### config.mk
export PLATFORM = sky130hd
export DESIGN_NAME = multi_voice_tone_synth_pwm_mixer
export DESIGN_NICKNAME = d
export VERILOG_FILES = /design/src/rtl/mvts_pkg.sv /design/src/rtl/mvts_ctrl.sv /design/src/rtl/mvts_datapath.sv /design/src/rtl/multi_voice_tone_synth_pwm_mixer.sv
export SDC_FILE = /design/constraint.sdc
export NUM_CORES = 1
export LEC_CHECK = 0
export BUFFER_PORTS_ARGS = -buffer_cell sky130_fd_sc_hd__buf_2
export CAP_MARGIN = 10
export CORE_MARGIN = 2
export CORE_UTILIZATION = 64
export CTS_BUF_LIST = sky130_fd_sc_hd__clkbuf_16
export DETAILED_ROUTE_END_ITERATION = 12
export PLACE_DENSITY = 0.86
export SLEW_MARGIN = 20
export SYNTH_ARGS = -nofsm -noshare
export SYNTH_HDL_FRONTEND = slang
export SYNTH_HIERARCHICAL = 1
export SYNTH_SLANG_ARGS = --single-unit
### constraint.sdc
create_clock -name i_clk -period 9.3 [get_ports i_clk]
set_clock_uncertainty 0.05 [all_clocks]
set_input_delay 0.465 -clock i_clk [delete_from_list [all_inputs] [get_ports i_clk]]
set_output_delay 0.465 -clock i_clk [all_outputs]
set_load 0.01 [all_outputs]
### src/rtl/mvts_pkg.sv
package mvts_pkg;

    localparam int VoiceCount = 4;

    localparam int unsigned BoostNum  = 179025;
    localparam int unsigned BoostBase = 430;

    localparam logic [6:0]  SlewMax     = 7'd64;
    localparam logic [9:0]  PwmIdle     = 10'd1023;
    localparam logic [7:0]  LevelCenter = 8'd128;
    localparam logic [7:0]  WaveOffset  = 8'd127;
    localparam logic [7:0]  DutyReset   = 8'd128;
    localparam logic [15:0] Step440Hz   = 16'd1845;

    // Waveform codes; anything above sawtooth is silence
    localparam logic [2:0] ShapeRect = 3'd0;
    localparam logic [2:0] ShapeSine = 3'd1;
    localparam logic [2:0] ShapeTri  = 3'd2;
    localparam logic [2:0] ShapeSaw  = 3'd3;

    localparam logic [7:0] SineRom [256] = '{
        8'd127, 8'd130, 8'd133, 8'd136, 8'd139, 8'd143, 8'd146, 8'd149,
        8'd152, 8'd155, 8'd158, 8'd161, 8'd164, 8'd167, 8'd170, 8'd173,
        8'd176, 8'd179, 8'd182, 8'd184, 8'd187, 8'd190, 8'd193, 8'd195,
        8'd198, 8'd200, 8'd203, 8'd205, 8'd208, 8'd210, 8'd213, 8'd215,
        8'd217, 8'd219, 8'd221, 8'd224, 8'd226, 8'd228, 8'd229, 8'd231,
        8'd233, 8'd235, 8'd236, 8'd238, 8'd239, 8'd241, 8'd242, 8'd244,
        8'd245, 8'd246, 8'd247, 8'd248, 8'd249, 8'd250, 8'd251, 8'd251,
        8'd252, 8'd253, 8'd253, 8'd254, 8'd254, 8'd254, 8'd254, 8'd254,
        8'd255, 8'd254, 8'd254, 8'd254, 8'd254, 8'd254, 8'd253, 8'd253,
        8'd252, 8'd251, 8'd251, 8'd250, 8'd249, 8'd248, 8'd247, 8'd246,
        8'd245, 8'd244, 8'd242, 8'd241, 8'd239, 8'd238, 8'd236, 8'd235,
        8'd233, 8'd231, 8'd229, 8'd228, 8'd226, 8'd224, 8'd221, 8'd219,
        8'd217, 8'd215, 8'd213, 8'd210, 8'd208, 8'd205, 8'd203, 8'd200,
        8'd198, 8'd195, 8'd193, 8'd190, 8'd187, 8'd184, 8'd182, 8'd179,
        8'd176, 8'd173, 8'd170, 8'd167, 8'd164, 8'd161, 8'd158, 8'd155,
        8'd152, 8'd149, 8'd146, 8'd143, 8'd139, 8'd136, 8'd133, 8'd130,
        8'd127, 8'd124, 8'd121, 8'd118, 8'd115, 8'd111, 8'd108, 8'd105,
        8'd102, 8'd99,  8'd96,  8'd93,  8'd90,  8'd87,  8'd84,  8'd81,
        8'd78,  8'd75,  8'd72,  8'd70,  8'd67,  8'd64,  8'd61,  8'd59,
        8'd56,  8'd54,  8'd51,  8'd49,  8'd46,  8'd44,  8'd41,  8'd39,
        8'd37,  8'd35,  8'd33,  8'd30,  8'd28,  8'd26,  8'd25,  8'd23,
        8'd21,  8'd19,  8'd18,  8'd16,  8'd15,  8'd13,  8'd12,  8'd10,
        8'd9,   8'd8,   8'd7,   8'd6,   8'd5,   8'd4,   8'd3,   8'd3,
        8'd2,   8'd1,   8'd1,   8'd0,   8'd0,   8'd0,   8'd0,   8'd0,
        8'd0,   8'd0,   8'd0,   8'd0,   8'd0,   8'd0,   8'd1,   8'd1,
        8'd2,   8'd3,   8'd3,   8'd4,   8'd5,   8'd6,   8'd7,   8'd8,
        8'd9,   8'd10,  8'd12,  8'd13,  8'd15,  8'd16,  8'd18,  8'd19,
        8'd21,  8'd23,  8'd25,  8'd26,  8'd28,  8'd30,  8'd33,  8'd35,
        8'd37,  8'd39,  8'd41,  8'd44,  8'd46,  8'd49,  8'd51,  8'd54,
        8'd56,  8'd59,  8'd61,  8'd64,  8'd67,  8'd70,  8'd72,  8'd75,
        8'd78,  8'd81,  8'd84,  8'd87,  8'd90,  8'd93,  8'd96,  8'd99,
        8'd102, 8'd105, 8'd108, 8'd111, 8'd115, 8'd118, 8'd121, 8'd124
    };

    typedef enum logic [2:0] {
        ST_IDLE,
        ST_UPD,
        ST_MUL,
        ST_ACC,
        ST_SLEW,
        ST_BMUL,
        ST_OUT
    } t_state;

    // Commands from the controller to the datapath
    typedef struct packed {
        logic set_voice;
        logic start_tick;
        logic voice_upd;
        logic mul_sample;
        logic acc;
        logic slew;
        logic mul_boost;
        logic load_out;
    } t_cmd;

    // Status from the datapath to the controller
    typedef struct packed {
        logic last_voice;
        logic out_free;
    } t_stat;

endpackage

### src/rtl/mvts_ctrl.sv
module mvts_ctrl
    import mvts_pkg::*;
(
    input  logic  i_clk,
    input  logic  i_rst_n,
    input  logic  i_valid,
    input  logic  i_kind,
    input  t_stat i_stat,
    output logic  o_stall,
    output t_cmd  o_cmd
);

    t_state r_state;
    t_state n_state;

    // Hold the state register
    always_ff @(posedge i_clk) begin
        if (!i_rst_n) begin
            r_state <= ST_IDLE;
        end else begin
            r_state <= n_state;
        end
    end

    // Run a tick: per voice update, multiply, accumulate; then slew, boost, output
    always_comb begin
        n_state = r_state;
        o_cmd   = '0;
        o_stall = 1'b1;
        case (r_state)
            ST_IDLE: begin
                o_stall = 1'b0;
                if (i_valid) begin
                    if (i_kind) begin
                        o_cmd.set_voice = 1'b1;
                    end else begin
                        o_cmd.start_tick = 1'b1;
                        n_state          = ST_UPD;
                    end
                end
            end
            ST_UPD: begin
                o_cmd.voice_upd = 1'b1;
                n_state         = ST_MUL;
            end
            ST_MUL: begin
                o_cmd.mul_sample = 1'b1;
                n_state          = ST_ACC;
            end
            ST_ACC: begin
                o_cmd.acc = 1'b1;
                n_state   = i_stat.last_voice ? ST_SLEW : ST_UPD;
            end
            ST_SLEW: begin
                o_cmd.slew = 1'b1;
                n_state    = ST_BMUL;
            end
            ST_BMUL: begin
                o_cmd.mul_boost = 1'b1;
                n_state         = ST_OUT;
            end
            ST_OUT: begin
                if (i_stat.out_free) begin
                    o_cmd.load_out = 1'b1;
                    n_state        = ST_IDLE;
                end
            end
            default: begin
                n_state = ST_IDLE;
            end
        endcase
    end

endmodule

### src/rtl/mvts_datapath.sv
module mvts_datapath
    import mvts_pkg::*;
#(
    parameter int VOICE_COUNT = VoiceCount
) (
    input  logic        i_clk,
    input  logic        i_rst_n,
    input  t_cmd        i_cmd,
    input  logic [1:0]  i_voice_index,
    input  logic [7:0]  i_target_volume,
    input  logic [2:0]  i_wave_shape,
    input  logic [7:0]  i_duty_cycle,
    input  logic [15:0] i_phase_step,
    input  logic        i_stall,
    output t_stat       o_stat,
    output logic        o_valid,
    output logic [9:0]  o_compare_a,
    output logic [9:0]  o_compare_b,
    output logic [7:0]  o_mix_level
);

    localparam int VidxW = (VOICE_COUNT > 1) ? $clog2(VOICE_COUNT) : 1;

    // Per-voice state
    logic [15:0] r_phase   [VOICE_COUNT];
    logic [7:0]  r_cur_vol [VOICE_COUNT];
    logic [7:0]  r_goal    [VOICE_COUNT];
    logic [2:0]  r_shape_v [VOICE_COUNT];
    logic [7:0]  r_duty_v  [VOICE_COUNT];
    logic [15:0] r_step    [VOICE_COUNT];

    logic [VidxW-1:0] r_voice;
    logic [7:0]       r_total;
    logic [7:0]       r_level;

    // Working registers of the current voice
    logic [7:0]  r_phi;
    logic [7:0]  r_vol;
    logic [2:0]  r_shape;
    logic [7:0]  r_duty;
    logic [15:0] r_prod;

    // Slew results
    logic [6:0]  r_delta;
    logic        r_up;
    logic        r_dn;
    logic [10:0] r_boost;

    logic        r_out_valid;
    logic [9:0]  r_cmp_a;
    logic [9:0]  r_cmp_b;

    logic [10:0]      boost_tab [256];
    logic [VidxW-1:0] set_idx;
    logic             set_ok;
    logic [15:0]      n_phase;
    logic [7:0]       n_vol;
    logic [7:0]       cur_vol;
    logic [7:0]       cur_goal;
    logic signed [7:0]  wave_s;
    logic [6:0]         tri_t;
    logic signed [11:0] mul_a;
    logic signed [8:0]  mul_b;
    logic signed [20:0] mul_p;
    logic [7:0]         half_vol;
    logic [7:0]         sample;
    logic [7:0]         new_level;
    logic [7:0]         diff;
    logic               lvl_up;
    logic               lvl_dn;
    logic [7:0]         boost_idx;
    logic [9:0]         boost_val;

    // Boost table: 179025 / (430 - index), built at elaboration
    for (genvar g = 0; g < 256; g++) begin : g_boost
        localparam int unsigned BoostVal = BoostNum / (BoostBase - g);
        assign boost_tab[g] = BoostVal[10:0];
    end

    assign set_idx = VidxW'(i_voice_index);
    assign set_ok  = 32'(i_voice_index) < 32'(VOICE_COUNT);

    // Advance phase and ramp volume of the current voice
    assign cur_vol  = r_cur_vol[r_voice];
    assign cur_goal = r_goal[r_voice];
    assign n_phase  = r_phase[r_voice] + r_step[r_voice];
    always_comb begin
        n_vol = cur_vol;
        if (cur_vol < cur_goal) begin
            n_vol = cur_vol + 8'd1;
        end else if (cur_vol > cur_goal) begin
            n_vol = cur_vol - 8'd1;
        end
    end

    // Form the signed waveform value from the top phase byte
    assign tri_t = r_phi[7] ? ~r_phi[6:0] : r_phi[6:0];
    always_comb begin
        case (r_shape)
            ShapeSine: wave_s = $signed({~SineRom[r_phi][7], SineRom[r_phi][6:0]});
            ShapeTri:  wave_s = $signed({tri_t, 1'b0} - WaveOffset);
            ShapeSaw:  wave_s = $signed(r_phi - WaveOffset);
            default:   wave_s = '0;
        endcase
    end

    // Share one multiplier between sample scaling and boost scaling
    always_comb begin
        if (i_cmd.mul_boost) begin
            mul_a = $signed({1'b0, r_boost});
            mul_b = $signed({2'b00, r_delta});
        end else begin
            mul_a = $signed({{4{wave_s[7]}}, wave_s});
            mul_b = $signed({1'b0, r_vol});
        end
    end
    assign mul_p = mul_a * mul_b;

    // Pick the voice sample; floor shift by 8 is the product's middle byte
    assign half_vol = {1'b0, r_vol[7:1]};
    always_comb begin
        if (r_vol == 8'd0) begin
            sample = '0;
        end else begin
            case (r_shape)
                ShapeRect: sample = (r_phi < r_duty) ? half_vol : 8'd0 - half_vol;
                ShapeSine, ShapeTri, ShapeSaw: sample = r_prod[15:8];
                default: sample = '0;
            endcase
        end
    end

    // Clip the level move to the slew limit
    assign new_level = LevelCenter + r_total;
    assign lvl_up    = new_level > r_level;
    assign lvl_dn    = new_level < r_level;
    assign diff      = lvl_up ? new_level - r_level : r_level - new_level;
    assign boost_idx = lvl_up ? r_level : ~r_level;
    assign boost_val = r_prod[15:6];

    // Voice state: set-voice writes, tick updates
    always_ff @(posedge i_clk) begin
        if (!i_rst_n) begin
            for (int v = 0; v < VOICE_COUNT; v++) begin
                r_phase[v]   <= '0;
                r_cur_vol[v] <= '0;
                r_goal[v]    <= '0;
                r_shape_v[v] <= ShapeRect;
                r_duty_v[v]  <= DutyReset;
                r_step[v]    <= Step440Hz;
            end
        end else begin
            if (i_cmd.set_voice && set_ok) begin
                r_goal[set_idx]    <= i_target_volume;
                r_shape_v[set_idx] <= i_wave_shape;
                r_duty_v[set_idx]  <= i_duty_cycle;
                r_step[set_idx]    <= i_phase_step;
            end
            if (i_cmd.voice_upd) begin
                r_phase[r_voice]   <= n_phase;
                r_cur_vol[r_voice] <= n_vol;
            end
        end
    end

    // Walk the voices, accumulate the mix, move the level and flag the result
    always_ff @(posedge i_clk) begin
        if (!i_rst_n) begin
            r_voice     <= '0;
            r_total     <= '0;
            r_level     <= LevelCenter;
            r_out_valid <= 1'b0;
        end else begin
            if (i_cmd.start_tick) begin
                r_voice <= '0;
                r_total <= '0;
            end
            if (i_cmd.acc) begin
                r_total <= r_total + sample;
                if (!o_stat.last_voice) begin
                    r_voice <= r_voice + VidxW'(1);
                end
            end
            if (i_cmd.load_out) begin
                if (r_up) begin
                    r_level <= r_level + {1'b0, r_delta};
                end else if (r_dn) begin
                    r_level <= r_level - {1'b0, r_delta};
                end
                r_out_valid <= 1'b1;
            end else if (r_out_valid && !i_stall) begin
                r_out_valid <= 1'b0;
            end
        end
    end

    // Working and output payload registers
    always_ff @(posedge i_clk) begin
        if (i_cmd.voice_upd) begin
            r_phi   <= n_phase[15:8];
            r_vol   <= n_vol;
            r_shape <= r_shape_v[r_voice];
            r_duty  <= r_duty_v[r_voice];
        end
        if (i_cmd.mul_sample || i_cmd.mul_boost) begin
            r_prod <= mul_p[15:0];
        end
        if (i_cmd.slew) begin
            r_up    <= lvl_up;
            r_dn    <= lvl_dn;
            r_delta <= (diff > {1'b0, SlewMax}) ? SlewMax : diff[6:0];
            r_boost <= boost_tab[boost_idx];
        end
        if (i_cmd.load_out) begin
            r_cmp_a <= r_dn ? PwmIdle - boost_val : PwmIdle;
            r_cmp_b <= r_up ? PwmIdle - boost_val : PwmIdle;
        end
    end

    assign o_stat.last_voice = (r_voice == VidxW'(VOICE_COUNT - 1));
    assign o_stat.out_free   = !r_out_valid || !i_stall;

    assign o_valid     = r_out_valid;
    assign o_compare_a = r_cmp_a;
    assign o_compare_b = r_cmp_b;
    assign o_mix_level = r_level;

endmodule

### src/rtl/multi_voice_tone_synth_pwm_mixer.sv
// Tone synthesizer with VOICE_COUNT voices and a slewed, boosted PWM output.
// A set-voice item (kind 1) is taken while idle and gives no result. A tick
// item (kind 0) walks the voices one at a time through a shared multiplier,
// with update, multiply and accumulate steps per voice, then goes through the
// slew, boost and output load steps. The result is registered at output load,
// and the next item can be taken once the block is idle again. Input is
// stalled while a tick is in work. The result sits in an output register, so
// the next item is taken while it waits; a tick only stalls at its end if the
// previous result has not yet been taken.
module multi_voice_tone_synth_pwm_mixer
    import mvts_pkg::*;
#(
    parameter int VOICE_COUNT = VoiceCount
) (
    input  logic        i_clk,
    input  logic        i_rst_n,
    input  logic        i_valid,
    output logic        o_stall,
    input  logic        i_kind,
    input  logic [1:0]  i_voice_index,
    input  logic [7:0]  i_target_volume,
    input  logic [2:0]  i_wave_shape,
    input  logic [7:0]  i_duty_cycle,
    input  logic [15:0] i_phase_step,
    output logic        o_valid,
    input  logic        i_stall,
    output logic [9:0]  o_compare_a,
    output logic [9:0]  o_compare_b,
    output logic [7:0]  o_mix_level
);

    t_cmd  cmd;
    t_stat stat;

    // Sequence the tick
    mvts_ctrl u_ctrl (
        .i_clk   (i_clk),
        .i_rst_n (i_rst_n),
        .i_valid (i_valid),
        .i_kind  (i_kind),
        .i_stat  (stat),
        .o_stall (o_stall),
        .o_cmd   (cmd)
    );

    // Hold voice state and do the arithmetic
    mvts_datapath #(
        .VOICE_COUNT (VOICE_COUNT)
    ) u_datapath (
        .i_clk           (i_clk),
        .i_rst_n         (i_rst_n),
        .i_cmd           (cmd),
        .i_voice_index   (i_voice_index),
        .i_target_volume (i_target_volume),
        .i_wave_shape    (i_wave_shape),
        .i_duty_cycle    (i_duty_cycle),
        .i_phase_step    (i_phase_step),
        .i_stall         (i_stall),
        .o_stat          (stat),
        .o_valid         (o_valid),
        .o_compare_a     (o_compare_a),
        .o_compare_b     (o_compare_b),
        .o_mix_level     (o_mix_level)
    );

endmodule

======== After elaboration in Yosys (flattened, before gate mapping) ========
Memories as Yosys holds them, arrays and structs flattened. A register that Yosys moved wholly into a read port is not among the register bits.
Index checks and enable logic that the tools add are counted.
Widths: inputs -> output; s select.
storage, ports and cells
  bits in registers ....................... 83
  latch bits .............................. 0
  RAM bits ................................ 236
  memory bits (read-only) ................. 4864
  input bits .............................. 42
  memories ................................ 8
memories
  memory                words  width  read ports  clocked after Yosys merged registers in  wr ports  RTL line              source
  (name not given)      256    11     1           1                                        0         mvts_datapath.sv:212  r_boost <= boost_tab[boost_idx];
  (name not given)      256    8      1           0                                        0         mvts_datapath.sv:100  ShapeSine: wave_s = $signed({~SineRom[r_phi][7], SineRom[r_phi][6:0]});
  u_datapath.r_phase    4      16     1           1                                        4         mvts_datapath.sv:25   logic [15:0] r_phase [VOICE_COUNT];
  u_datapath.r_step     4      16     1           1                                        4         mvts_datapath.sv:30   logic [15:0] r_step [VOICE_COUNT];
  u_datapath.r_cur_vol  4      8      1           1                                        4         mvts_datapath.sv:26   logic [7:0] r_cur_vol [VOICE_COUNT];
  u_datapath.r_duty_v   4      8      1           1                                        4         mvts_datapath.sv:29   logic [7:0] r_duty_v [VOICE_COUNT];
  +2 memories           n/a    n/a    n/a         n/a                                      n/a       n/a
operators by class
  $add $sub $neg .......................... 14
  $mul .................................... 1
  div/mod/pow operators ................... 0
  $lt $le $gt $ge ......................... 7
  equality and inequality tests ........... 13
  shift-type cells ........................ 0
  muxes and demuxes ....................... 68
  bitwise logic cells ..................... 5
  reduce and logical (&&, ||, !) cells .... 20
operators with widths
  kind                    number
  $mux 8                  16
  $mux 16                 2
  $reduce_or 16->1        2
  $mux 2                  15
  $mux 1                  25
  $lt 8x8->1              3
  $pmux 8 s3              1
  $reduce_or 8->1         3
  $pmux 3 s7              1
  $not 8->9               2
  $add 16x16->16          1
  $gt 8x8->1              2
  $mul 12x9->16           1
  $pmux 8 s2              1
  $sub 8x7->8 const B     2
  $sub 8x8->8             2
  $mux 3                  5
  $eq 3x2->1 const B      4
  $mux 12                 1
  $sub 10x10->10 const A  1
  $eq 3x3->1 const B      3
  $ge 9x9->1 const B      1
  $add 8x1->8 const B     1
  $add 8x7->8             1
  other kinds (23)        32

======== Longest topological paths before layout ========
  word-level depth ........................ 8
  mapped depth ............................ 30
  gate-level depth less buffers ........... 28

======== Cells and area by module ========
The synthesis kept the hierarchy.
by module, submodules not included
  module         times used  cells an instance  area each (um^2)
  mvts_datapath  1           2434               24080.6
  mvts_ctrl      1           31                 225.2

======== Least setup slack after synthesis ========
No wires, ideal clock.
  path kind ............................... reg-to-reg
  from .................................... register u_datapath.r_phi[1]
  to ...................................... register u_datapath.r_prod[12], data pin
  setup time .............................. 0.258 ns
  arrival time ............................ 6.219 ns
  required time ........................... 8.992 ns
  setup slack ............................. 2.773 ns
  stages on the path, launching flop included .. 26
  path buffers ............................ 2
  cell sequence ........................... edfxtp_1 clkbuf_1 inv_1 ha_1 clkbuf_1 mux2i_1 mux4_2 a22oi_1 a21oi_1 o21ai_0 a21oi_1 mux2i_1 nand2_1 fa_1 inv_1 fa_1 ha_1 fa_1 ha_1 a21o_1 a21o_1 nor3_1 o41ai_4 a31o_2 a21oi_1 xnor2_1
between the ends
  word-level cells in the longest chain between the ends .. 8
  elaborated cells between the ends (all ways) .. 12
  those cells by class .................... add/sub (2); mul (1); mux (5); bitwise (3); memory (1)
ends and longest elaborated chain
  what                                       RTL line              source
  from (decl)                                mvts_datapath.sv:37   logic [7:0] r_phi;
  from (signal assigned)                     mvts_datapath.sv:200  r_phi <= n_phase[15:8];
  $not 8->9 (not written as such)            mvts_datapath.sv:100
  $mem_v2 256x8                              n/a
  $mux 8 (not written as such) (2 in a row)  mvts_datapath.sv:100
  $not 1->1                                  mvts_datapath.sv:100
  $pmux 8 s3 (*)                             mvts_datapath.sv:99   case (r_shape)
  $mux 12 (*)                                mvts_datapath.sv:109  if (i_cmd.mul_boost) begin
  $mul 12x9->16 (*)                          mvts_datapath.sv:117  assign mul_p = mul_a * mul_b;
  named net u_datapath.mul_p[12]             mvts_datapath.sv:64   logic signed [20:0] mul_p;
  to (signal assigned)                       mvts_datapath.sv:206  r_prod <= mul_p[15:0];
  to (decl)                                  mvts_datapath.sv:41   logic [15:0] r_prod;
The timed path passes the listed nets; every way through them passes the cells marked *. The select of a mux whose other input is x is not followed.
A chain may end at the register's enable or synchronous reset.

======== Worst setup path in the final report ========
  from .................................... register u_datapath.r_phi[0]
  to ...................................... register u_datapath.r_prod[12], data pin
Same word-level chain as after synthesis.

==> results.ini <==
[grt]
initial_antenna_violation_count=2
vias_in_the_first_global_route=19800
grt_first_pass_wirelength_um=109000
grt.total_usage=0.358
maximum_number_of_pins_on_one_net_before_global_route_repair=68
grt_remaining_overflow=0

[drt]
totalWireLength_um=69900
drt_first_iter_violations=2752
number_of_iterations_in_the_first_detailed_routing_pass=8
drt-vias-per-instance=6.72
route.antenna.remaining_nets=0
routed-via-count=20100
route.detailed.drc=0
wl_per_cell_um=23.4

[pwr]
pwr_density_cell_nw_per_um2=141
ir_worst_vdd_mv=0.160
p_leak_nw=10.2

[synth]
synth_top_cells_by_area=edfxtp_1 39%, mux4_2 5.9%, ha_1 5.8%, fa_1 5.1%, nor2_1 4.0%
yosysWarningCount=6
synth_edf_count=312
synth_compound_area_frac=0.149
synth.top_cell.area_share=0.385
syn-cell-area_um2=24300
syn-instance-count=2465
syn_nets=2681
combinational_family_with_the_most_area_after_synthesis=simple AND/OR/NAND/NOR gates
post_synthesis_async_set_or_reset_flop_share=0
yosys_register_bits=334
most_used_flip_flop_cell_after_synthesis=edfxtp_1
distinct_cells_synth=88
synth-adder-area-share=0.109
synthesis.area_per_instance_um2=9.86
synth_top_cell_by_area=edfxtp_1
synth.yosys.seq_area_share=0.404
simple_gate_fraction_of_synth_area=0.173
synthXorXnorAreaFrac=0.0369
synth.area.mux_share=0.0737

[clocking]
cts_num_sinks=334
htreeDepth=1
postCtsSetupRepairBufs=0
hold_bufs_at_cts=0
numCtsBuffers=31
clkTransAtPathRegs_ns=0.06
cts-root-to-sink-buffers=3
cts_resized=0
clk_root_buffer_cell=clkbuf_16
clock_tree_from_tritoncts=yes
clkLatencyLatePin_ns=0.57

[sta]
max_slew_headroom_at_the_worst_pin=0.266
min_period_over_period=0.828
timing.final.crit_period_ns=7.70
slew_violations=0
rsz0062_at_grt=no
fin_worst_hold_slack_ns=0.120
timing.final.setup_violations=0
hold_violations=0
worst_pin_slew_ns=1.10
setup_tns_ns=0
maxClockFrequency_ghz=0.130

[critical_path]
crit_required_ns=9.57
cp-start-kind=register
timing.critical_path.slowest_stage_cell=edfxtp_1
critical_path_peak_fanout=22
critical_path.n_buffers_inverters=3
signal_arrival_time_at_the_worst_endpoint_ns=7.98
setup.worst_path.end_class=register
critPathKind=reg -> reg
critical_path.max_stage_delay_ns=0.89
critPathMostFrequentCell=fa_1
critPathTopFamily=adder cells

[finish]
area_delta_synth_final_pct=6.87
drive_gt1_frac=0.117
final-instance-count-excl-fill=2986
finalInstanceArea_um2=26000
fin_nets=2665

[hold_path]
min_path_type=in -> reg

[die]
floorplan.initialDensity=0.647
floorplan.core_area_um2=37600
top_level_ports=72
rows=71
chipHeight_um=199
design.die.area_um2=39600
die_w_um=199

[place]
dp_hpwl_um=46600
port_buffers=71
placed_cell_area_um2=25100
routabilityCongestion=0.959
numPlacedInstances=2927

[job]
timing.max_cap.violations=0

[run_status]
outcome=complete, no violations

==> synth_stat cells (60+ instances only) <==
library cell / n
and2_1: 103
nand2_1: 195
ha_1: 112
o21ai_0: 121
a21oi_1: 142
xnor2_1: 60
nor2_1: 261
fa_1: 62
inv_1: 165
mux4_2: 64
edfxtp_1: 312
clkbuf_1: 125
==> cell usage in the layout (no fill, tap or decap), drive strengths merged, types with 35 or more instances in the layout <==
cell type	count
a21oi	142
a31oi	35
and2	106
and3	37
buf	120
edfxtp	312
fa	62
ha	112
inv	184
mux4	64
nand2	195
nand2b	56
nand3	47
nor2	262
nor2b	36
nor3	55
o21ai	125
xnor2	65
==> area by class of cell <==
cell class	instances	area (µm²)
fillers	2685	11600
flip-flops and latches	334	9820
inverters	173	649
multi-input cells	1789	13200
clock inverters	25	128
clock buffers	31	776
well taps	511	639
repair buffers	120	723
diodes	3	7.51
==> worst min-delay path: stages <==
cell and delay (ns):
buf_2 0.09, a21oi_1 0.06, nor2b_1 0.09
==> path summary, 6_finish.rpt <==
path / start / endpoint / slack (ns) / cells after the start
max: u_datapath/r_phi[0]$_DFFE_PP_ / u_datapath/r_prod[12]$_DFFE_PP_ / 1.60 / 25
max reg2reg: u_datapath/r_phi[0]$_DFFE_PP_ / u_datapath/r_prod[12]$_DFFE_PP_ / 1.60 / 25
min reg2reg: u_datapath/o_valid$_SDFFE_PN0P_ / u_datapath/o_valid$_SDFFE_PN0P_ / 0.48 / 2
min: i_stall / u_datapath/o_valid$_SDFFE_PN0P_ / 0.12 / 3
==> power breakdown <==
group	leakage (nW)	total, W	internal [W]	switching [W]
combinational	6.54	0.000748	0.000263	0.000485
clock	0.494	0.00116	0.000625	0.000535
sequential	3.21	0.00175	0.00171	0.0000375
==> sequential cells by signal, summed over array words and instances, names as in the netlist <==
| signal | cells |
|---|---|
| u_datapath/r_phi | 8 |
| u_datapath/r_total | 8 |
| u_ctrl/r_state | 3 |
| u_datapath/r_phase | 64 |
| u_datapath/r_duty_v | 32 |
| u_datapath/o_mix_level | 8 |
| u_datapath/r_up | 1 |
| u_datapath/r_prod | 10 |
| u_datapath/o_compare_a | 10 |
| u_datapath/r_delta | 7 |
| u_datapath/r_dn | 1 |
| u_datapath/r_duty | 8 |
| u_datapath/r_goal | 32 |
| u_datapath/r_step | 64 |
| u_datapath/r_vol | 8 |
| u_datapath/r_boost | 10 |
| u_datapath/r_cur_vol | 32 |
| u_datapath/r_shape_v | 12 |
| u_datapath/o_compare_b | 10 |
| u_datapath/r_voice | 2 |
| u_datapath/o_valid | 1 |
| u_datapath/r_shape | 3 |
==> metal layers <==
layer,share of wire,up-vias,wire length (µm),global-route usage
met2,0.48,1303,33500,0.592
met1,0.36,9589,25300,0.444
li1,-,8860,-,-
met4,0.065,2,4570,0.222
met5,0.00019,-,13,0
met3,0.093,300,6490,0.0529
==> through the flow <==
stage / utilization / setup slack (ns) / total power (W)
after floorplan: - / 2.77 / 0.00229
after global placement: 0.667 / 1.94 / 0.00247
after detailed placement: 0.667 / 1.72 / 0.00250
after CTS: 0.691 / 1.75 / 0.00365
after global routing: 0.691 / 1.30 / 0.00379
final: 0.691 / 1.60 / 0.00366
==> cells by family after synthesis <==
family,Yosys count
adders and majority gates,174
DFF,334
buffers and inverters,342
AOI/OAI and AO/OA,552
and+or+nand+nor,867
muxes,98
xor gates and xnor gates,98
Note: power is estimated with default switching activity, not from simulation.
